$ cat src/pad_arpeggiator_top_macros.svh
`ifndef PAD_ARPEGGIATOR_TOP_MACROS_SVH
`define PAD_ARPEGGIATOR_TOP_MACROS_SVH

// Same-cycle implication, checked on every clock outside reset
`define ARP_ASSERT_NOW(label, ante, cons, msg) \
    label: assert property (@(posedge i_clk) disable iff (!i_rst_n) (ante) |-> (cons)) \
        else $error(msg);

// Next-cycle implication, checked on every clock outside reset
`define ARP_ASSERT_NEXT(label, ante, cons, msg) \
    label: assert property (@(posedge i_clk) disable iff (!i_rst_n) (ante) |=> (cons)) \
        else $error(msg);

`endif

$ cat src/pad_arp_pkg.sv
package pad_arp_pkg;

    // Limits and field widths
    localparam int DEF_MAX_PADS = 16;
    localparam int OPC_W        = 2;
    localparam int PAD_W        = 4;
    localparam int VEL_W        = 16;
    localparam int DELAY_W      = 16;
    localparam int FRAC_W       = 16;
    localparam int TIME_W       = 40;
    localparam int GEN_W        = 64;
    localparam int CNT_CFG_W    = 5;
    localparam int DATA_W       = 64;
    localparam int ADDR_W       = 6;
    localparam int IDX_W        = 3;
    localparam int MUL_W        = 32;

    // Random pick: r >> 11 scaled by pad count, top bits from 53 up
    localparam int RND_SHIFT = 11;
    localparam int RND_POS   = 53;

    localparam logic [TIME_W-1:0]    ONE_SAMPLE   = TIME_W'(64'h1_0000);
    localparam logic [TIME_W-1:0]    RST_INTERVAL = TIME_W'(64'd1179648);
    localparam logic [CNT_CFG_W-1:0] RST_PADS     = CNT_CFG_W'(16);
    localparam logic [GEN_W-1:0]     RST_SEED     = GEN_W'(1);
    localparam logic [GEN_W-1:0]     STAR_MUL     = 64'h2545_F491_4F6C_DD1D;

    typedef enum logic [OPC_W-1:0] {
        OP_TICK    = 2'd0,
        OP_HOLD    = 2'd1,
        OP_RELEASE = 2'd2
    } t_opcode;

    typedef enum logic [IDX_W-1:0] {
        REG_ENABLE   = 3'd0,
        REG_DIR      = 3'd1,
        REG_RANDOM   = 3'd2,
        REG_PADS     = 3'd3,
        REG_INTERVAL = 3'd4,
        REG_SEED     = 3'd5
    } t_reg_idx;

    typedef enum logic [3:0] {
        S_IDLE,
        S_RED_H,
        S_RED_P,
        S_STEP,
        S_MUL_A,
        S_MUL_B,
        S_MUL_C,
        S_MUL_D,
        S_MUL_E,
        S_MUL_F,
        S_MUL_G,
        S_DONE
    } t_state;

    typedef struct packed {
        logic                 arp_enabled;
        logic                 direction_down;
        logic                 random_order;
        logic [CNT_CFG_W-1:0] pads_in_use;
        logic [TIME_W-1:0]    fire_interval;
        logic [GEN_W-1:0]     random_seed;
    } t_cfg;

    typedef struct packed {
        logic             disable_hold;
        logic             load_seed;
        logic [GEN_W-1:0] seed;
    } t_cfg_evt;

    // xorshift step with shifts 12, 25, 27
    function automatic logic [GEN_W-1:0] xorshift(input logic [GEN_W-1:0] s_in);
        logic [GEN_W-1:0] s;
        s = s_in;
        s = s ^ (s >> 12);
        s = s ^ (s << 25);
        s = s ^ (s >> 27);
        return s;
    endfunction

endpackage

$ cat src/pad_arp_mul.sv
module pad_arp_mul (
    input  logic                             i_clk,
    input  logic [pad_arp_pkg::MUL_W-1:0]    i_a,
    input  logic [pad_arp_pkg::MUL_W-1:0]    i_b,
    output logic [2*pad_arp_pkg::MUL_W-1:0]  o_prod
);
    import pad_arp_pkg::*;

    logic [2*MUL_W-1:0] r_prod;

    // Shared 32x32 multiplier, product registered
    always_ff @(posedge i_clk) begin
        r_prod <= (2*MUL_W)'(i_a) * (2*MUL_W)'(i_b);
    end

    assign o_prod = r_prod;

endmodule

$ cat src/pad_arp_regs.sv
module pad_arp_regs (
    input  logic                           i_clk,
    input  logic                           i_rst_n,
    input  logic                           psel,
    input  logic                           penable,
    input  logic                           pwrite,
    input  logic [pad_arp_pkg::ADDR_W-1:0] paddr,
    input  logic [pad_arp_pkg::DATA_W-1:0] pwdata,
    output logic [pad_arp_pkg::DATA_W-1:0] prdata,
    output logic                           pready,
    output pad_arp_pkg::t_cfg              o_cfg,
    output pad_arp_pkg::t_cfg_evt          o_evt
);
    import pad_arp_pkg::*;

    t_cfg             r_cfg;
    t_cfg             n_cfg;
    t_cfg_evt         cfg_evt;
    logic             wr_en;
    logic [IDX_W-1:0] idx;

    assign pready = 1'b1;
    assign wr_en  = psel & penable & pwrite;
    assign idx    = paddr[ADDR_W-1:ADDR_W-IDX_W];

    // Register writes and the side effects the sequencer needs to see
    always_comb begin
        n_cfg                = r_cfg;
        cfg_evt.disable_hold = 1'b0;
        cfg_evt.load_seed    = 1'b0;
        cfg_evt.seed         = pwdata;
        if (wr_en) begin
            case (idx)
                REG_ENABLE: begin
                    n_cfg.arp_enabled    = pwdata[0];
                    cfg_evt.disable_hold = !pwdata[0];
                end
                REG_DIR:      n_cfg.direction_down = pwdata[0];
                REG_RANDOM:   n_cfg.random_order   = pwdata[0];
                REG_PADS:     n_cfg.pads_in_use    = pwdata[CNT_CFG_W-1:0];
                REG_INTERVAL: n_cfg.fire_interval  = pwdata[TIME_W-1:0];
                REG_SEED: begin
                    n_cfg.random_seed = pwdata;
                    cfg_evt.load_seed = 1'b1;
                end
                default: ;
            endcase
        end
    end

    always_ff @(posedge i_clk) begin
        if (!i_rst_n) begin
            r_cfg.arp_enabled    <= 1'b0;
            r_cfg.direction_down <= 1'b0;
            r_cfg.random_order   <= 1'b0;
            r_cfg.pads_in_use    <= RST_PADS;
            r_cfg.fire_interval  <= RST_INTERVAL;
            r_cfg.random_seed    <= RST_SEED;
        end else begin
            r_cfg <= n_cfg;
        end
    end

    // Read-back
    always_comb begin
        case (idx)
            REG_ENABLE:   prdata = DATA_W'(r_cfg.arp_enabled);
            REG_DIR:      prdata = DATA_W'(r_cfg.direction_down);
            REG_RANDOM:   prdata = DATA_W'(r_cfg.random_order);
            REG_PADS:     prdata = DATA_W'(r_cfg.pads_in_use);
            REG_INTERVAL: prdata = DATA_W'(r_cfg.fire_interval);
            REG_SEED:     prdata = r_cfg.random_seed;
            default:      prdata = '0;
        endcase
    end

    assign o_cfg = r_cfg;
    assign o_evt = cfg_evt;

endmodule

$ cat src/pad_arpeggiator_top.sv
// Hold, release and non-firing tick requests complete in the cycle they are accepted.
// A firing tick stalls the input while the held pad and the position are reduced by the pad
// count through repeated subtraction, while the next pad is picked in stepping or random order,
// and for as long as an earlier fire still waits at the stalled output.
// The random pick runs five partial products through one registered 32x32 multiplier.
// Reset (i_rst_n low, synchronous) clears hold, pattern, time and output; generator is 1.
`include "pad_arpeggiator_top_macros.svh"

module pad_arpeggiator_top #(
    parameter int MAX_PADS = pad_arp_pkg::DEF_MAX_PADS
) (
    input  logic                            i_clk,
    input  logic                            i_rst_n,
    // request channel
    input  logic                            i_in_valid,
    output logic                            o_in_stall,
    input  logic [pad_arp_pkg::OPC_W-1:0]   i_opcode,
    input  logic [pad_arp_pkg::PAD_W-1:0]   i_pad_index,
    input  logic                            i_release_all,
    input  logic [pad_arp_pkg::VEL_W-1:0]   i_hit_velocity,
    input  logic [pad_arp_pkg::DELAY_W-1:0] i_start_delay,
    // fire channel
    output logic                            o_out_valid,
    input  logic                            i_out_stall,
    output logic [pad_arp_pkg::PAD_W-1:0]   o_fire_pad,
    output logic [pad_arp_pkg::VEL_W-1:0]   o_fire_velocity,
    // configuration port
    input  logic                            psel,
    input  logic                            penable,
    input  logic                            pwrite,
    input  logic [pad_arp_pkg::ADDR_W-1:0]  paddr,
    input  logic [pad_arp_pkg::DATA_W-1:0]  pwdata,
    output logic [pad_arp_pkg::DATA_W-1:0]  prdata,
    output logic                            pready
);
    import pad_arp_pkg::*;

    localparam int PW = $clog2(MAX_PADS);
    localparam int CW = $clog2(MAX_PADS + 1);
    localparam logic [CW-1:0] CNT_MAX = CW'(MAX_PADS);

    t_cfg     cfg;
    t_cfg_evt cfg_evt;

    t_state             r_state, n_state;
    logic               r_holding, n_holding;
    logic [PAD_W-1:0]   r_held_pad, n_held_pad;
    logic [VEL_W-1:0]   r_held_vel, n_held_vel;
    logic [PW-1:0]      r_pos, n_pos;
    logic [TIME_W-1:0]  r_time, n_time;
    logic [GEN_W-1:0]   r_gen, n_gen;
    logic               r_out_valid, n_out_valid;
    logic [PAD_W-1:0]   r_fire_pad, n_fire_pad;
    logic [VEL_W-1:0]   r_fire_vel, n_fire_vel;
    logic [CW-1:0]      r_h, n_h;
    logic [CW-1:0]      r_p, n_p;
    logic [CW-1:0]      r_pad, n_pad;
    logic [GEN_W-1:0]   r_acc, n_acc;

    logic [MUL_W-1:0]   mul_a, mul_b;
    logic [2*MUL_W-1:0] prod;

    logic [CW-1:0]      n_cnt;
    logic [TIME_W-1:0]  interval;
    logic               fired;
    logic [TIME_W:0]    time_sum;
    logic [CW:0]        step_sum;
    logic [CW:0]        pos_inc;
    logic [CW-1:0]      pick;

    pad_arp_regs u_regs (
        .i_clk   (i_clk),
        .i_rst_n (i_rst_n),
        .psel    (psel),
        .penable (penable),
        .pwrite  (pwrite),
        .paddr   (paddr),
        .pwdata  (pwdata),
        .prdata  (prdata),
        .pready  (pready),
        .o_cfg   (cfg),
        .o_evt   (cfg_evt)
    );

    pad_arp_mul u_mul (
        .i_clk  (i_clk),
        .i_a    (mul_a),
        .i_b    (mul_b),
        .o_prod (prod)
    );

    // Effective pad count and interval
    always_comb begin
        if (cfg.pads_in_use == '0 || 32'(cfg.pads_in_use) > MAX_PADS) begin
            n_cnt = CNT_MAX;
        end else begin
            n_cnt = CW'(cfg.pads_in_use);
        end
        interval = (cfg.fire_interval < ONE_SAMPLE) ? ONE_SAMPLE : cfg.fire_interval;
    end

    // Time update of a tick: reload on fire, then one sample off
    assign fired    = (r_time < ONE_SAMPLE);
    assign time_sum = {1'b0, r_time} + (fired ? {1'b0, interval} : '0) - {1'b0, ONE_SAMPLE};

    // Stepping order and position advance
    always_comb begin
        if (cfg.direction_down) begin
            step_sum = {1'b0, r_h} + {1'b0, n_cnt} - {1'b0, r_p};
        end else begin
            step_sum = {1'b0, r_h} + {1'b0, r_p};
        end
        if (step_sum >= {1'b0, n_cnt}) begin
            step_sum = step_sum - {1'b0, n_cnt};
        end
        pos_inc = {1'b0, r_p} + (CW+1)'(1);
    end

    assign pick = cfg.random_order ? r_acc[RND_POS +: CW] : r_pad;

    // Sequencer: next state, datapath and shared multiplier operands
    always_comb begin
        n_state     = r_state;
        n_holding   = r_holding;
        n_held_pad  = r_held_pad;
        n_held_vel  = r_held_vel;
        n_pos       = r_pos;
        n_time      = r_time;
        n_gen       = r_gen;
        n_h         = r_h;
        n_p         = r_p;
        n_pad       = r_pad;
        n_acc       = r_acc;
        n_fire_pad  = r_fire_pad;
        n_fire_vel  = r_fire_vel;
        n_out_valid = r_out_valid && i_out_stall;
        mul_a       = '0;
        mul_b       = '0;

        case (r_state)
            S_IDLE: begin
                if (i_in_valid) begin
                    case (i_opcode)
                        OP_HOLD: begin
                            if (cfg.arp_enabled && 32'(i_pad_index) < MAX_PADS) begin
                                n_holding  = 1'b1;
                                n_held_pad = i_pad_index;
                                n_held_vel = i_hit_velocity;
                                n_pos      = '0;
                                n_time     = TIME_W'({i_start_delay, {FRAC_W{1'b0}}});
                            end
                        end
                        OP_RELEASE: begin
                            if (r_holding && (i_release_all || i_pad_index == r_held_pad)) begin
                                n_holding = 1'b0;
                                n_pos     = '0;
                            end
                        end
                        OP_TICK: begin
                            if (r_holding) begin
                                n_time = time_sum[TIME_W-1:0];
                                if (fired) begin
                                    n_h     = CW'(r_held_pad);
                                    n_p     = CW'(r_pos);
                                    n_state = S_RED_H;
                                    if (cfg.random_order) begin
                                        n_gen = xorshift(r_gen);
                                    end
                                end
                            end
                        end
                        default: ;
                    endcase
                end
            end
            // Reduce held pad by the pad count
            S_RED_H: begin
                if (r_h >= n_cnt) begin
                    n_h = r_h - n_cnt;
                end else begin
                    n_state = S_RED_P;
                end
            end
            // Reduce position, then advance it
            S_RED_P: begin
                if (r_p >= n_cnt) begin
                    n_p = r_p - n_cnt;
                end else begin
                    n_pos   = (pos_inc == {1'b0, n_cnt}) ? '0 : PW'(pos_inc);
                    n_state = cfg.random_order ? S_MUL_A : S_STEP;
                end
            end
            S_STEP: begin
                n_pad   = step_sum[CW-1:0];
                n_state = S_DONE;
            end
            // r = state * STAR_MUL mod 2^64 from three partial products
            S_MUL_A: begin
                mul_a   = r_gen[MUL_W-1:0];
                mul_b   = STAR_MUL[MUL_W-1:0];
                n_state = S_MUL_B;
            end
            S_MUL_B: begin
                mul_a   = r_gen[GEN_W-1:MUL_W];
                mul_b   = STAR_MUL[MUL_W-1:0];
                n_acc   = prod;
                n_state = S_MUL_C;
            end
            S_MUL_C: begin
                mul_a   = r_gen[MUL_W-1:0];
                mul_b   = STAR_MUL[GEN_W-1:MUL_W];
                n_acc   = r_acc + {prod[MUL_W-1:0], {MUL_W{1'b0}}};
                n_state = S_MUL_D;
            end
            S_MUL_D: begin
                n_acc   = r_acc + {prod[MUL_W-1:0], {MUL_W{1'b0}}};
                n_state = S_MUL_E;
            end
            // (r >> 11) * n in two partial products
            S_MUL_E: begin
                mul_a   = r_acc[RND_SHIFT +: MUL_W];
                mul_b   = MUL_W'(n_cnt);
                n_state = S_MUL_F;
            end
            S_MUL_F: begin
                mul_a   = MUL_W'(r_acc[GEN_W-1:RND_SHIFT+MUL_W]);
                mul_b   = MUL_W'(n_cnt);
                n_acc   = prod;
                n_state = S_MUL_G;
            end
            S_MUL_G: begin
                n_acc   = r_acc + {prod[MUL_W-1:0], {MUL_W{1'b0}}};
                n_state = S_DONE;
            end
            // Hand the fire to the output register once it is free
            S_DONE: begin
                if (!r_out_valid || !i_out_stall) begin
                    n_out_valid = 1'b1;
                    n_fire_pad  = PAD_W'(pick);
                    n_fire_vel  = r_held_vel;
                    n_state     = S_IDLE;
                end
            end
            default: n_state = S_IDLE;
        endcase

        // Configuration side effects
        if (cfg_evt.disable_hold) begin
            n_holding = 1'b0;
            n_pos     = '0;
        end
        if (cfg_evt.load_seed) begin
            n_gen = (cfg_evt.seed == '0) ? RST_SEED : cfg_evt.seed;
        end
    end

    // Control and arpeggio state
    always_ff @(posedge i_clk) begin
        if (!i_rst_n) begin
            r_state     <= S_IDLE;
            r_holding   <= 1'b0;
            r_held_pad  <= '0;
            r_held_vel  <= '0;
            r_pos       <= '0;
            r_time      <= '0;
            r_gen       <= RST_SEED;
            r_out_valid <= 1'b0;
        end else begin
            r_state     <= n_state;
            r_holding   <= n_holding;
            r_held_pad  <= n_held_pad;
            r_held_vel  <= n_held_vel;
            r_pos       <= n_pos;
            r_time      <= n_time;
            r_gen       <= n_gen;
            r_out_valid <= n_out_valid;
        end
    end

    // Working registers and output payload
    always_ff @(posedge i_clk) begin
        r_h        <= n_h;
        r_p        <= n_p;
        r_pad      <= n_pad;
        r_acc      <= n_acc;
        r_fire_pad <= n_fire_pad;
        r_fire_vel <= n_fire_vel;
    end

    assign o_in_stall      = (r_state != S_IDLE);
    assign o_out_valid     = r_out_valid;
    assign o_fire_pad      = r_fire_pad;
    assign o_fire_velocity = r_fire_vel;

    `ARP_ASSERT_NOW(a_idle_pos_zero, !r_holding, r_pos == '0, "position kept without a hold")
    `ARP_ASSERT_NOW(a_gen_nonzero, 1'b1, r_gen != '0, "generator state reached zero")
    `ARP_ASSERT_NOW(a_held_reduced, r_state == S_RED_P, r_h < n_cnt, "held pad not reduced")
    `ARP_ASSERT_NOW(a_out_from_done, $rose(r_out_valid), $past(r_state) == S_DONE, "stray fire")
    `ARP_ASSERT_NEXT(a_done_frees, (r_state == S_DONE) && !i_out_stall, r_out_valid && (r_state == S_IDLE), "fire not handed over")

endmodule
$ cat config.mk
export PLATFORM = sky130hd
export DESIGN_NAME = pad_arpeggiator_top
export DESIGN_NICKNAME = d
export VERILOG_FILES = /design/src/pad_arp_pkg.sv /design/src/pad_arp_mul.sv /design/src/pad_arp_regs.sv /design/src/pad_arpeggiator_top.sv
export VERILOG_INCLUDE_DIRS = /design/src /design/src/src
export SDC_FILE = /design/constraint.sdc
export NUM_CORES = 2
export LEC_CHECK = 0
export ABC_AREA = 1
export BUFFER_PORTS_ARGS = -buffer_cell sky130_fd_sc_hd__buf_2
export CORE_MARGIN = 3
export CORE_UTILIZATION = 60
export DETAILED_ROUTE_END_ITERATION = 8
export GPL_TIMING_DRIVEN = 0
export PLACE_DENSITY = 0.89
export SLEW_MARGIN = 15
export SYNTH_ARGS = -nofsm -noshare
export SYNTH_HDL_FRONTEND = slang
export SYNTH_SLANG_ARGS = --single-unit
$ cat constraint.sdc
create_clock -name i_clk -period 9 [get_ports i_clk]
set_clock_uncertainty 0.1 [all_clocks]
set_input_delay 0.45 -clock i_clk [delete_from_list [all_inputs] [get_ports i_clk]]
set_output_delay 0.45 -clock i_clk [all_outputs]
set_load 0.01 [all_outputs]
Word level (Yosys, flattened, before mapping)
Index checks and enable logic that the tools add are counted.
- register bits after elaboration: 408
- input port bits: 116
- output and inout port bits: 87
- word-level logic and storage cells: 183
- add/sub/neg operators: 10
- $mul: 1
- $lt $le $gt $ge: 6
- equal/unequal tests: 35
- muxes and demuxes: 57
- bitwise logic cells: 6
- reductions and logical operators: 47
- operators by type and width (operator ; count):
    $mux 64 ; 8
    $pmux 64 s6 ; 1
    $mux 40 ; 4
    $pmux 32 s4 ; 1
    $pmux 64 s2 ; 1
    $pmux 31 s3 ; 1
    $lt 40x17->1 const B ; 2
    $pmux 40 s2 ; 1
    $add 64x64->64 ; 1
    $logic_not 64->1 ; 1
    $xor 64x37->64 ; 1
    $xor 64x52->64 ; 1
    $xor 64x64->64 ; 1
    $mul 32x31->63 ; 1
    $mux 4 ; 14
    $mux 5 ; 11
    $pmux 4 s11 ; 1
    $add 40x40->40 ; 1
    $sub 40x17->40 const B ; 1
    $reduce_and 6->1 ; 4
    $reduce_bool 2->1 ; 11
    $ne 2x2->1 const B ; 10
    $pmux 5 s2 ; 2
    $eq 4x3->1 const B ; 4
    other kinds (44) ; 78

Longest topological paths before layout
- word-level depth: 10
- mapped depth: 38
- depth with buffers taken out: 37

Cells and area by module
Synthesis repeated with hierarchy kept, for this count alone.
- cell total of the unflattened synthesis: 8740
- area, all modules: 61599.1 µm²
- modules (own cells, without submodules) (module ; times used ; cells an instance ; area an instance (µm²) ; sequential area each (µm²)):
    pad_arp_mul ; 1 ; 5025 ; 37464.7 ; 1281.2
    pad_arpeggiator_top ; 1 ; 2776 ; 18297.5 ; 5295.1
    pad_arp_regs ; 1 ; 939 ; 5836.8 ; 2242.2

Least setup slack after synthesis
Ideal clock, no wire load.
- path kind: reg-to-reg
- from: register r_state[1]
- to: register u_mul.r_prod[53], in the netlist u_mul.o_prod[53]
- setup time: 113 ps
- arrival time: 7293 ps
- data required time: 8787 ps
- slack: 1494 ps
- cell stages (with the launch flop): 33
- path buffers: 2
- period minus slack after synthesis: 7506 ps
- path through: dfxtp_1 -> buf_6 -> inv_2 -> nand2_1 -> inv_1 -> nand2_2 -> buf_2 -> o21ai_0 -> a21o_1 -> nand2_1 -> inv_1 -> ha_1 -> fa_1 -> fa_1 -> inv_1 -> fa_1 -> inv_1 -> fa_1 -> fa_1 -> fa_1 -> inv_1 -> fa_1 -> inv_1 -> ha_1 -> nand2_1 -> nor2_1 -> inv_1 -> nor2_1 -> inv_1 -> nor4_1 -> nand2_1 -> nand4_1 -> nand2_1
- cells in the longest elaborated chain, start to end: 4
- elaborated cells on any way between the ends: 11
- classes of those cells: mul (1); eq/ne (5); mux (2); reduce/logical (3)
- ends and longest elaborated chain (element ; RTL line ; source):
    start: declaration ; pad_arpeggiator_top.sv:45 ; t_state r_state, n_state;
    start signal: assignment ; pad_arpeggiator_top.sv:269 ; r_state <= n_state;
    $eq 4x3->1 or $eq 4x4->1 (tied branches) ; pad_arpeggiator_top.sv:140 ; case (r_state)
    $reduce_or 2->1 (no line) ; -- ;
    $pmux 32 s4 or $pmux 31 s3 (tied branches) ; pad_arpeggiator_top.sv:140 ;
    $mul 32x31->63 (*) ; pad_arp_mul.sv:13 ; r_prod <= (2*MUL_W)'(i_a) * (2*MUL_W)'(i_b);
    end signal: assignment ; pad_arp_mul.sv:13 ;
    end: declaration ; pad_arp_mul.sv:9 ; logic [2*MUL_W-1:0] r_prod;
Mark *: on every way between the ends. The rest lies on a longest branch, timed or not.
A chain may end at the register's enable or synchronous reset.

Worst setup path in the final report
- from: register r_state[3]
- to: register u_mul.r_prod[55], in the netlist u_mul.o_prod[55]
Same word-level chain as after synthesis.

==> flow_summary.toml <==
[drt]
via_count = 45900
drt-wirelength-per-cell_um = 22.6
ant_nets = 0
vias_per_cell = 5.87
drc = 1
drt_wl_total_mm = 177
drtIter0Drc = 5838
firstDrtPassIters = 9

[outcome]
violations = "DRC, setup timing"
status = "complete, but fails checks"

[sta]
slew_headroom_pct = 19.1
slew_viol_final = 0
setup_viol = 1
max_freq_mhz = 111
final_hold_viol_count = 0
fin_crit_sh_pct = 100
rsz0062_at_grt = "yes"
whs_ps = 12.9
fin_ws_ps = -19.4
worstMarginPinSlew_ps = 1200
final.min_clock_period_ps = 9020

[global_route]
grt_max_degree = 26
antenna_found_initial = 6
grt.total_usage_pct = 40.7
grt_pass1_wl_mm = 265
grt_pass1_vias = 44800
grt_overflow = 0

[final_layout]
synthToLayoutAreaGrowth_pct = 8.83
nets = 8018
final_common_cell = "inv_1"
drive_gt1_share_pct = 6.27
layout_common_cells = "1,530 x inv_1, 1,198 x nand2_1, 653 x fa_1, 559 x nor2_1, 537 x ha_1"

[power]
power_density_nw_per_um2 = 109
leakagePower_nw = 28.3
p_total_mw = 5.92
ir_drop_mv = 0.149

[worst_setup_path]
crit_arrival_ps = 9390
critical_path_peak_fanout = 10
criticalPathCategory = "flip-flop to flip-flop"
required_ps = 9380
cp-end-kind = "flip-flop"
crit_path_start_kind = "flip-flop"

[yosys]
ys_seq_area_share_pct = 17.6
yosysUniqueCellTypes = 51
syn_area_um2 = 49900
synth_edf_count = 87
synth_area_per_cell_um2 = 7.74
synth_fp_nets = 7754
syn_inst = 6448
yosysWarnings = 0
synth_seq_cells = 396
async_reset_ff_share_pct = 0
dominantRegCellSynth = "dfxtp_1"

[place]
place_congestion = 1.07
port_buffers = 197
dpl.hpwl_mm = 152

[clock_network]
htree_num_levels = 2
cts_tree = "built"
cts_made_buffers = 41
path_clk_slew_ps = 70
clockBufferDepth = 3
clk_latency_ps = 610
clock-root-buffer = "clkbuf_16"
cts_sinks = 396

[floorplanning]
start_util_pct = 60.7
die_area_um2 = 86700
die_w_um = 294
die_h_um = 294
io_pins = 203
coreArea_um2 = 82200
num_rows = 105

[min_path]
hold_class = "primary input to flip-flop"

[job]
maxCapViolations = 0
[worst paths after layout]
path,from,end,slack (ps),depth (start not counted)
worst max-delay path,r_state[3],u_mul.o_prod[55],-20,27
worst min-delay path,pwdata[28],u_regs.o_cfg[92],10,3
worst max register to register,r_state[3],u_mul.o_prod[55],-20,27
worst min register to register,r_held_vel[1],o_fire_velocity[1],330,0
[timing repair]
action	4_1_cts	5_1_grt
endpoints found under the setup margin	37	41
hold buffers	9	0
setup buffers	0	9
gates resized for setup	28	87
endpoints found under the hold margin	9	0
pin swaps	0	9
[report_power, final]
part	switching, mW	internal, mW	total (mW)
combinational	1.44	0.686	2.12
sequential	0.0909	1.91	2.00
clock	0.795	1.00	1.80
total	2.32	3.60	5.92
[synth_stat cells (7+ instances only)]
cell type,count,share of area (%)
inv_1,1532,12
nor2_1,598,4.5
buf_2,21,0.21
o21bai_1,21,0.32
nor4_1,30,0.38
nand2_1,1205,9.1
nand4_1,31,0.39
a22o_1,26,0.46
nand3_1,173,1.7
a221oi_1,10,0.18
o22ai_1,15,0.19
a21oi_1,381,3.8
fa_1,653,26
inv_2,12,0.090
nand3b_1,10,0.15
or2_2,14,0.18
edfxtp_1,87,5.2
ha_1,537,13
a21o_1,15,0.23
a21boi_0,21,0.32
a31oi_1,9,0.11
nor3_1,31,0.31
o21a_1,7,0.11
xor2_1,79,1.4
dfxtp_1,309,12
o21ai_0,327,3.3
o21ai_1,20,0.20
xnor2_1,109,1.9
buf_4,9,0.14
and2_1,7,0.088
clkbuf_1,104,0.78
[per-layer routing]
layer | up-vias | wire, um | track usage, %
met3 | 632 | 23700 | 10.0
met4 | 2 | 11400 | 21.7
met5 | - | 15 | 0
met1 | 21800 | 67700 | 55.3
li1 | 20300 | - | -
met2 | 3202 | 74400 | 60.4
[layout make-up]
cell class	count	area, um^2
antenna	6	15.0
clock buffer	60	1170
sequential	396	8800
clock inverter	15	205
fill	6919	27900
tap	1070	1340
inverter	1549	5820
timing repair buffer	221	1230
multi-input combinational	4365	35100
buffer	138	612
[worst max-delay path, cell delays in order, from the launching register on]
cell,delay [ps]
dfxtp_1,380
inv_1,60
nand2_1,200
inv_1,140
nand2_2,250
buf_4,330
o22ai_4,220
nor2_1,540
nor2_2,210
ha_1,490
inv_1,100
fa_1,520
fa_1,550
fa_1,520
inv_1,50
fa_1,610
fa_1,450
fa_1,580
fa_1,480
ha_1,410
a21oi_1,390
o21ai_0,260
a21oi_1,350
o21ai_0,240
a21oi_1,290
nand2_1,90
nand2_1,60
nand2_1,40
[registers in the layout, indices dropped and copies added (netlist names)]
name / count
r_time: 40
o_fire_velocity: 16
r_pad: 4
o_fire_pad: 4
r_p: 5
r_held_pad: 4
r_h: 5
u_mul.o_prod: 63
r_state: 4
r_gen: 64
r_acc: 53
r_holding: 1
r_held_vel: 16
u_regs.o_cfg: 112
o_out_valid: 1
r_pos: 4
[cell families after synthesis]
logic type                 share of synthesized area [%]
and+or+nand+nor                                     17.1
buffers and inverters                               12.8
adders and majority gates                           39.7
AOI/OAI and AO/OA                                   9.50
DFF                                                 17.6
xor gates and xnor gates                            3.30
other                                            0.00751
[per-stage QoR]
step                      std cells  setup slack [ps]  util (%)  TNS, ps  area [um^2]
after floorplan                6448              1490         -        0        49900
after global placement         7715              -891      63.5   -28610        52200
after detailed placement       7721              -677      63.7   -16230        52400
after CTS                      7805             -49.8      65.6    -49.8        54000
after global routing           7817             -63.8      66.0     -124        54300
final                          7820             -19.4      66.0    -19.4        54300
(Power assumes the default switching activity.)
